--- config.mk ---
export PLATFORM = sky130hd
export DESIGN_NAME = short_apdu_command_parser
export DESIGN_NICKNAME = d
export VERILOG_FILES = /design/src/hdl/sapdu_pkg.sv /design/src/hdl/short_apdu_command_parser.sv /design/src/hdl/sapdu_core.sv
export SDC_FILE = /design/constraint.sdc
export NUM_CORES = 1
export LEC_CHECK = 0
export ABC_AREA = 1
export BUFFER_PORTS_ARGS = -buffer_cell sky130_fd_sc_hd__buf_2
export CAP_MARGIN = 10
export CORE_MARGIN = 2
export CORE_UTILIZATION = 50
export CTS_BUF_LIST = sky130_fd_sc_hd__clkbuf_8
export DETAILED_ROUTE_END_ITERATION = 16
export GPL_TIMING_DRIVEN = 1
export PLACE_DENSITY = 0.78
export SLEW_MARGIN = 20
export SYNTH_ARGS = -nofsm -noshare
export SYNTH_HDL_FRONTEND = slang
export SYNTH_HIERARCHICAL = 1
export SYNTH_SLANG_ARGS = --single-unit
--- constraint.sdc ---
create_clock -name clk_i -period 7.7 [get_ports clk_i]
set_input_delay 1.155 -clock clk_i [delete_from_list [all_inputs] [get_ports clk_i]]
set_output_delay 1.155 -clock clk_i [all_outputs]
set_load 0.02 [all_outputs]
--- src/hdl/sapdu_pkg.sv ---
package sapdu_pkg;

  localparam int unsigned HdrBytes = 4;
  localparam logic [8:0]  LeZeroVal = 9'd256;

  typedef struct packed {
    logic [7:0] byte_in;
    logic       last_byte;
  } in_item_t;

  typedef struct packed {
    logic       data_valid;
    logic [7:0] data_byte;
    logic       done_res;
    logic       ok;
    logic [7:0] class_byte;
    logic [7:0] instruction;
    logic [7:0] param_one;
    logic [7:0] param_two;
    logic       has_length_command;
    logic [7:0] length_command;
    logic       has_length_expected;
    logic [8:0] length_expected;
  } out_item_t;

endpackage

--- src/hdl/short_apdu_command_parser.sv ---
// Short command APDU parser: one byte per transfer, one result per byte.
// Path: each byte is registered in the input register, then its result is
//   registered in the result register; out_stall_i holds the result there
//   and, once both registers are full, stalls the input side.
// Throughput: one byte per cycle while the output side takes results.
// Reset: rst_ni async active low; clears both register valids and returns
//   the parser to the header phase with Lc/Le flags clear.
module short_apdu_command_parser (
  input  logic                 clk_i,
  input  logic                 rst_ni,
  input  logic                 in_valid_i,
  output logic                 in_stall_o,
  input  sapdu_pkg::in_item_t  in_data_i,
  output logic                 out_valid_o,
  input  logic                 out_stall_i,
  output sapdu_pkg::out_item_t out_data_o
);
  import sapdu_pkg::*;

  // Input register stage
  logic      in_vld_q;
  in_item_t  in_q;
  // Result register stage
  logic      out_vld_q;
  out_item_t out_q;

  logic      res_ready;   // result register can take a new result
  logic      fire;        // byte in the input register is parsed this cycle
  out_item_t res;

  // Result register frees up when empty or when its transfer completes.
  assign res_ready  = !out_vld_q || !out_stall_i;
  assign fire       = in_vld_q && res_ready;
  // Input side stalls only when the input register holds a byte that
  // cannot move on this cycle.
  assign in_stall_o = in_vld_q && !res_ready;

  always_ff @(posedge clk_i or negedge rst_ni) begin
    if (!rst_ni) begin
      in_vld_q <= 1'b0;
    end else if (in_valid_i && !in_stall_o) begin
      in_vld_q <= 1'b1;
    end else if (fire) begin
      in_vld_q <= 1'b0;
    end
  end

  always_ff @(posedge clk_i) begin
    if (in_valid_i && !in_stall_o) begin
      in_q <= in_data_i;
    end
  end

  // Phase tracking, header capture and result formation
  sapdu_core u_core (
    .clk_i  (clk_i),
    .rst_ni (rst_ni),
    .fire_i (fire),
    .item_i (in_q),
    .res_o  (res)
  );

  always_ff @(posedge clk_i or negedge rst_ni) begin
    if (!rst_ni) begin
      out_vld_q <= 1'b0;
    end else if (fire) begin
      out_vld_q <= 1'b1;
    end else if (!out_stall_i) begin
      out_vld_q <= 1'b0;
    end
  end

  always_ff @(posedge clk_i) begin
    if (fire) begin
      out_q <= res;
    end
  end

  assign out_valid_o = out_vld_q;
  assign out_data_o  = out_q;

endmodule

--- src/hdl/sapdu_core.sv ---
// Parse state and per-byte result logic.
module sapdu_core (
  input  logic                 clk_i,
  input  logic                 rst_ni,
  input  logic                 fire_i,
  input  sapdu_pkg::in_item_t  item_i,
  output sapdu_pkg::out_item_t res_o
);
  import sapdu_pkg::*;

  localparam logic [2:0] PH_HEADER = 3'd0;
  localparam logic [2:0] PH_LEN5   = 3'd1;
  localparam logic [2:0] PH_DATA   = 3'd2;
  localparam logic [2:0] PH_LE     = 3'd3;
  localparam logic [2:0] PH_TAIL   = 3'd4;

  logic [2:0] phase_q, phase_d;
  logic [2:0] hidx_q, hidx_d;
  logic [7:0] rem_q, rem_d;
  logic [7:0] hdr_q [HdrBytes];
  logic [7:0] hdr_d [HdrBytes];
  logic       lc_has_q, lc_has_d;
  logic [7:0] lc_q, lc_d;
  logic       le_has_q, le_has_d;
  logic [8:0] le_q, le_d;
  logic       ok;
  logic       dvalid;
  logic [8:0] le_of_byte;
  logic [7:0] b;
  logic       last;

  assign b          = item_i.byte_in;
  assign last       = item_i.last_byte;
  assign le_of_byte = (b == 8'd0) ? LeZeroVal : {1'b0, b};

  always_comb begin
    phase_d  = phase_q;
    hidx_d   = hidx_q;
    rem_d    = rem_q;
    hdr_d    = hdr_q;
    lc_has_d = lc_has_q;
    lc_d     = lc_q;
    le_has_d = le_has_q;
    le_d     = le_q;
    ok       = 1'b1;
    dvalid   = 1'b0;
    unique case (phase_q)
      PH_HEADER: begin
        hdr_d[hidx_q[1:0]] = b;
        hidx_d = hidx_q + 3'd1;
        if (hidx_q == 3'd3) begin
          phase_d = PH_LEN5;
        end else if (last) begin
          ok = 1'b0;
        end
      end
      PH_LEN5: begin
        if (last) begin
          le_has_d = 1'b1;
          le_d     = le_of_byte;
        end else begin
          lc_has_d = 1'b1;
          lc_d     = b;
          rem_d    = b;
          phase_d  = (b == 8'd0) ? PH_LE : PH_DATA;
        end
      end
      PH_DATA: begin
        dvalid = 1'b1;
        rem_d  = rem_q - 8'd1;
        if (rem_q == 8'd1) begin
          phase_d = PH_LE;
        end else if (last) begin
          ok = 1'b0;
        end
      end
      PH_LE: begin
        le_has_d = 1'b1;
        le_d     = le_of_byte;
        phase_d  = PH_TAIL;
      end
      default: begin
        // trailing bytes and unused codes: nothing to do
      end
    endcase
  end

  // Summary fields only on a good last byte; lengths gated by their flags.
  always_comb begin
    res_o                     = '0;
    res_o.data_valid          = dvalid;
    res_o.data_byte           = dvalid ? b : 8'd0;
    res_o.done_res            = last;
    if (last && ok) begin
      res_o.ok                  = 1'b1;
      res_o.class_byte          = hdr_d[0];
      res_o.instruction         = hdr_d[1];
      res_o.param_one           = hdr_d[2];
      res_o.param_two           = hdr_d[3];
      res_o.has_length_command  = lc_has_d;
      res_o.length_command      = lc_has_d ? lc_d : 8'd0;
      res_o.has_length_expected = le_has_d;
      res_o.length_expected     = le_has_d ? le_d : 9'd0;
    end
  end

  always_ff @(posedge clk_i or negedge rst_ni) begin
    if (!rst_ni) begin
      phase_q  <= PH_HEADER;
      hidx_q   <= 3'd0;
      rem_q    <= 8'd0;
      lc_has_q <= 1'b0;
      le_has_q <= 1'b0;
    end else if (fire_i) begin
      if (last) begin
        phase_q  <= PH_HEADER;
        hidx_q   <= 3'd0;
        rem_q    <= 8'd0;
        lc_has_q <= 1'b0;
        le_has_q <= 1'b0;
      end else begin
        phase_q  <= phase_d;
        hidx_q   <= hidx_d;
        rem_q    <= rem_d;
        lc_has_q <= lc_has_d;
        le_has_q <= le_has_d;
      end
    end
  end

  // Payload: header bytes and length values, read only behind their flags
  // or after being written in the current command.
  always_ff @(posedge clk_i) begin
    if (fire_i) begin
      hdr_q <= hdr_d;
      lc_q  <= lc_d;
      le_q  <= le_d;
    end
  end

endmodule

==> flow_summary.yaml <==
pwr:
  p_total_mw: 2.41
  irDropWorstVdd_uv: 124
  p_leak_nw: 3.26
  p_per_area_nw_per_um2: 345
final_layout:
  area_growth_pct: 13.3
  fin_area_um2: 6970
  fin_nets: 672
  fin_util: 0.580
  drive_gt1_frac: 0.212
  fillCellCount: 973
  multiInputGateArea_um2: 1470
  ff_latch_area_um2: 4050
  num_antenna_cells: 0
  final_cells: 812
die:
  core-area_um2: 12000
  ios: 77
  die-area_um2: 13200
  rows: 40
  start_util: 0.513
  die_h_um: 115
  die_x_um: 115
cts:
  cts_hold_buf: 0
  clock-sinks: 138
  htreeDepth: 4
  path_clk_slew_ns: 0.08
  cts_tree: "yes"
  cts_resized: 0
  clk_path_buf_depth: 2
  cts_setup_buffers: 0
  worstSkewPairLatency_ns: 0.44
  ctsRootBufferMaster: "clkbuf_8"
  numCtsBuffers: 17
logic_synthesis:
  syn_area_um2: 6160
  syn_inst: 571
  synth_top_area_frac: 0.585
  synth-seq-area-share: 0.659
  ys_ff_latch: 138
  synth_area_leader_cell: "edfxtp_1"
  yosys_warnings: 6
  ys_top_cells_by_area: "edfxtp_1, inv_1, dfrtp_1, nand2_1, nor2_1"
  syn_avg_cell_area_um2: 10.8
  synth_nets: 591
  ys_types: 31
global_route:
  antenna_found_initial: 0
  track_usage: 0.192
  grt_first_pass_wirelength_um: 19300
  grt_max_degree: 65
  grt_overflow_total: 0
  grt_pass1_vias: 4073
sta:
  min_period_ns: 2.80
  hold_violations: 0
  tns_ns: 0
  slew_viol_final: 0
  clock.fmax_mhz: 357
  clock_skew_ns: 0.0124
  worstMarginPinSlew_ns: 0.790
  fin_hold_ws_ns: 0.530
  setup_ws_ns: 4.90
  rsz0062_at_grt: "false"
  fin_crit_sh: 0.363
  relSlewSlack: 0.473
  setup_violations: 0
worst_setup_path:
  worstPathCellList: "buf_2 -> a21oi_4 -> buf_4 -> inv_1 -> nor2_1 -> nand2_2 -> a21oi_1 -> nand2_1 -> o21ai_0"
  cp.required_ns: 8.03
  crit_start: "out_stall_i"
  crit_fanout: 53
  endpoint_kind: "flop"
  reg2reg_depth: 8
  cp_slowest_stage_delay_ns: 0.55
  critical_path_class: "input port to flop"
  start_kind: "input port"
  critPathArrivalTime_ns: 3.12
  cpMaxStageDelayCell: "buf_4"
  r2r-start: "out_valid_o"
placement:
  post_dp_cell_area_um2: 6590
  gp_congestion: 0.912
  dp_hpwl_um: 7740
  place_ws_ns: 4.57
  place_inst: 780
  io_buffers: 76
min_path:
  worstHoldStart: "u_core/rem_q[1]"
  hold_class: "flop to flop"
  hold_path_depth: 2
routing:
  wirelength_um: 12300
  viasPerCell: 5.16
  wire_per_inst_um: 15.1
  vias: 4192
  drc_errors: 0
  dr.first_iter.drc_count: 376
  ant_nets: 0
  dr.pass1.iters: 5
run:
  maxCapViolations: 0
status:
  status: "finished clean"
-- cell families (layout without fill, tap and decap cells) --
family,after synthesis,count (layout),share of synthesized area
AO/OA/AOI/OAI,79,79,0.0665
adder cells (fa/ha/maj),7,7,0.0142
buffers and inverters,146,240,0.105
flip-flops,138,138,0.659
AND/OR/NAND/NOR,201,201,0.155
-- flip-flops by register name, indices dropped and copies added, names as in the netlist --
| register | cells |
|---|---|
| in_q | 9 |
| u_core/le_has_q | 1 |
| out_valid_o | 1 |
| u_core/le_q | 9 |
| out_data_o | 62 |
| u_core/phase_q | 3 |
| u_core/lc_has_q | 1 |
| in_vld_q | 1 |
| u_core/hdr_q | 32 |
| u_core/rem_q | 8 |
| u_core/hidx_q | 3 |
| u_core/lc_q | 8 |
-- worst paths after layout --
| check | slack, ns | end |
|---|---|---|
| worst max-delay path | 4.90 | u_core/rem_q[4] |
| worst min-delay path | 0.53 | u_core/rem_q[1] |
| worst max register to register | 5.25 | u_core/rem_q[4] |
| worst min register to register | 0.53 | u_core/rem_q[1] |
| max in group asynchronous | 6.75 | u_core/lc_has_q |
| min in group asynchronous | 0.65 | u_core/rem_q[2] |
-- where the power goes --
part / leakage, nW / switching [mW] / total, mW / internal (mW)
registers: 1.41 / 0.0698 / 1.09 / 1.02
clock network: 0.193 / 0.268 / 0.559 / 0.291
logic: 1.66 / 0.540 / 0.756 / 0.215
-- metal layers --
metal  wire length [um]  track usage
met1               5090        0.246
met5                  0            0
met2               5990        0.304
met3                862       0.0617
met4                303       0.0835
-- final cells by class --
class / count / share of cell area
Sequential cell: 138 / 0.581
Inverter: 130 / 0.0707
Clock buffer: 18 / 0.0355
Tap cell: 147 / 0.0264
Multi-Input combinational cell: 287 / 0.210
Clock inverter: 14 / 0.0190
Timing Repair Buffer: 78 / 0.0567
-- cell usage in the layout (no fill, tap or decap), types with 3 or more instances in the layout --
master | synthesis | routed
inv_2 | 6 | 6
clkinvlp_4 | 0 | 3
nand2_1 | 84 | 84
buf_2 | 1 | 76
nand3_1 | 14 | 14
o21ai_1 | 43 | 43
edfxtp_1 | 120 | 120
nor3_2 | 6 | 6
or2_1 | 8 | 8
clkinv_2 | 0 | 5
dfrtp_1 | 18 | 18
clkbuf_8 | 0 | 18
o21ai_0 | 21 | 21
a21oi_1 | 10 | 9
inv_1 | 122 | 123
nand2_4 | 9 | 9
nand4_1 | 4 | 4
ha_1 | 7 | 7
nor2_1 | 65 | 65
nand2_2 | 3 | 3
-- critical path: cells and delay by family --
family,cells,cell delay [ns]
buffers and inverters,3,0.86
AOI/OAI and AO/OA,3,0.40
and+or+nand+nor,3,0.68
-- synthesized netlist by cell type, drive strengths merged --
cell type	count
a21oi	11
buf	15
clkbuf	1
clkinv	1
dfrtp	18
edfxtp	120
ha	7
inv	129
nand2	96
nand3	16
nand4	4
nor2	69
nor3	8
o211ai	2
o21ai	64
o22ai	1
o32ai	1
or2	8
(Power assumes the default switching activity.)
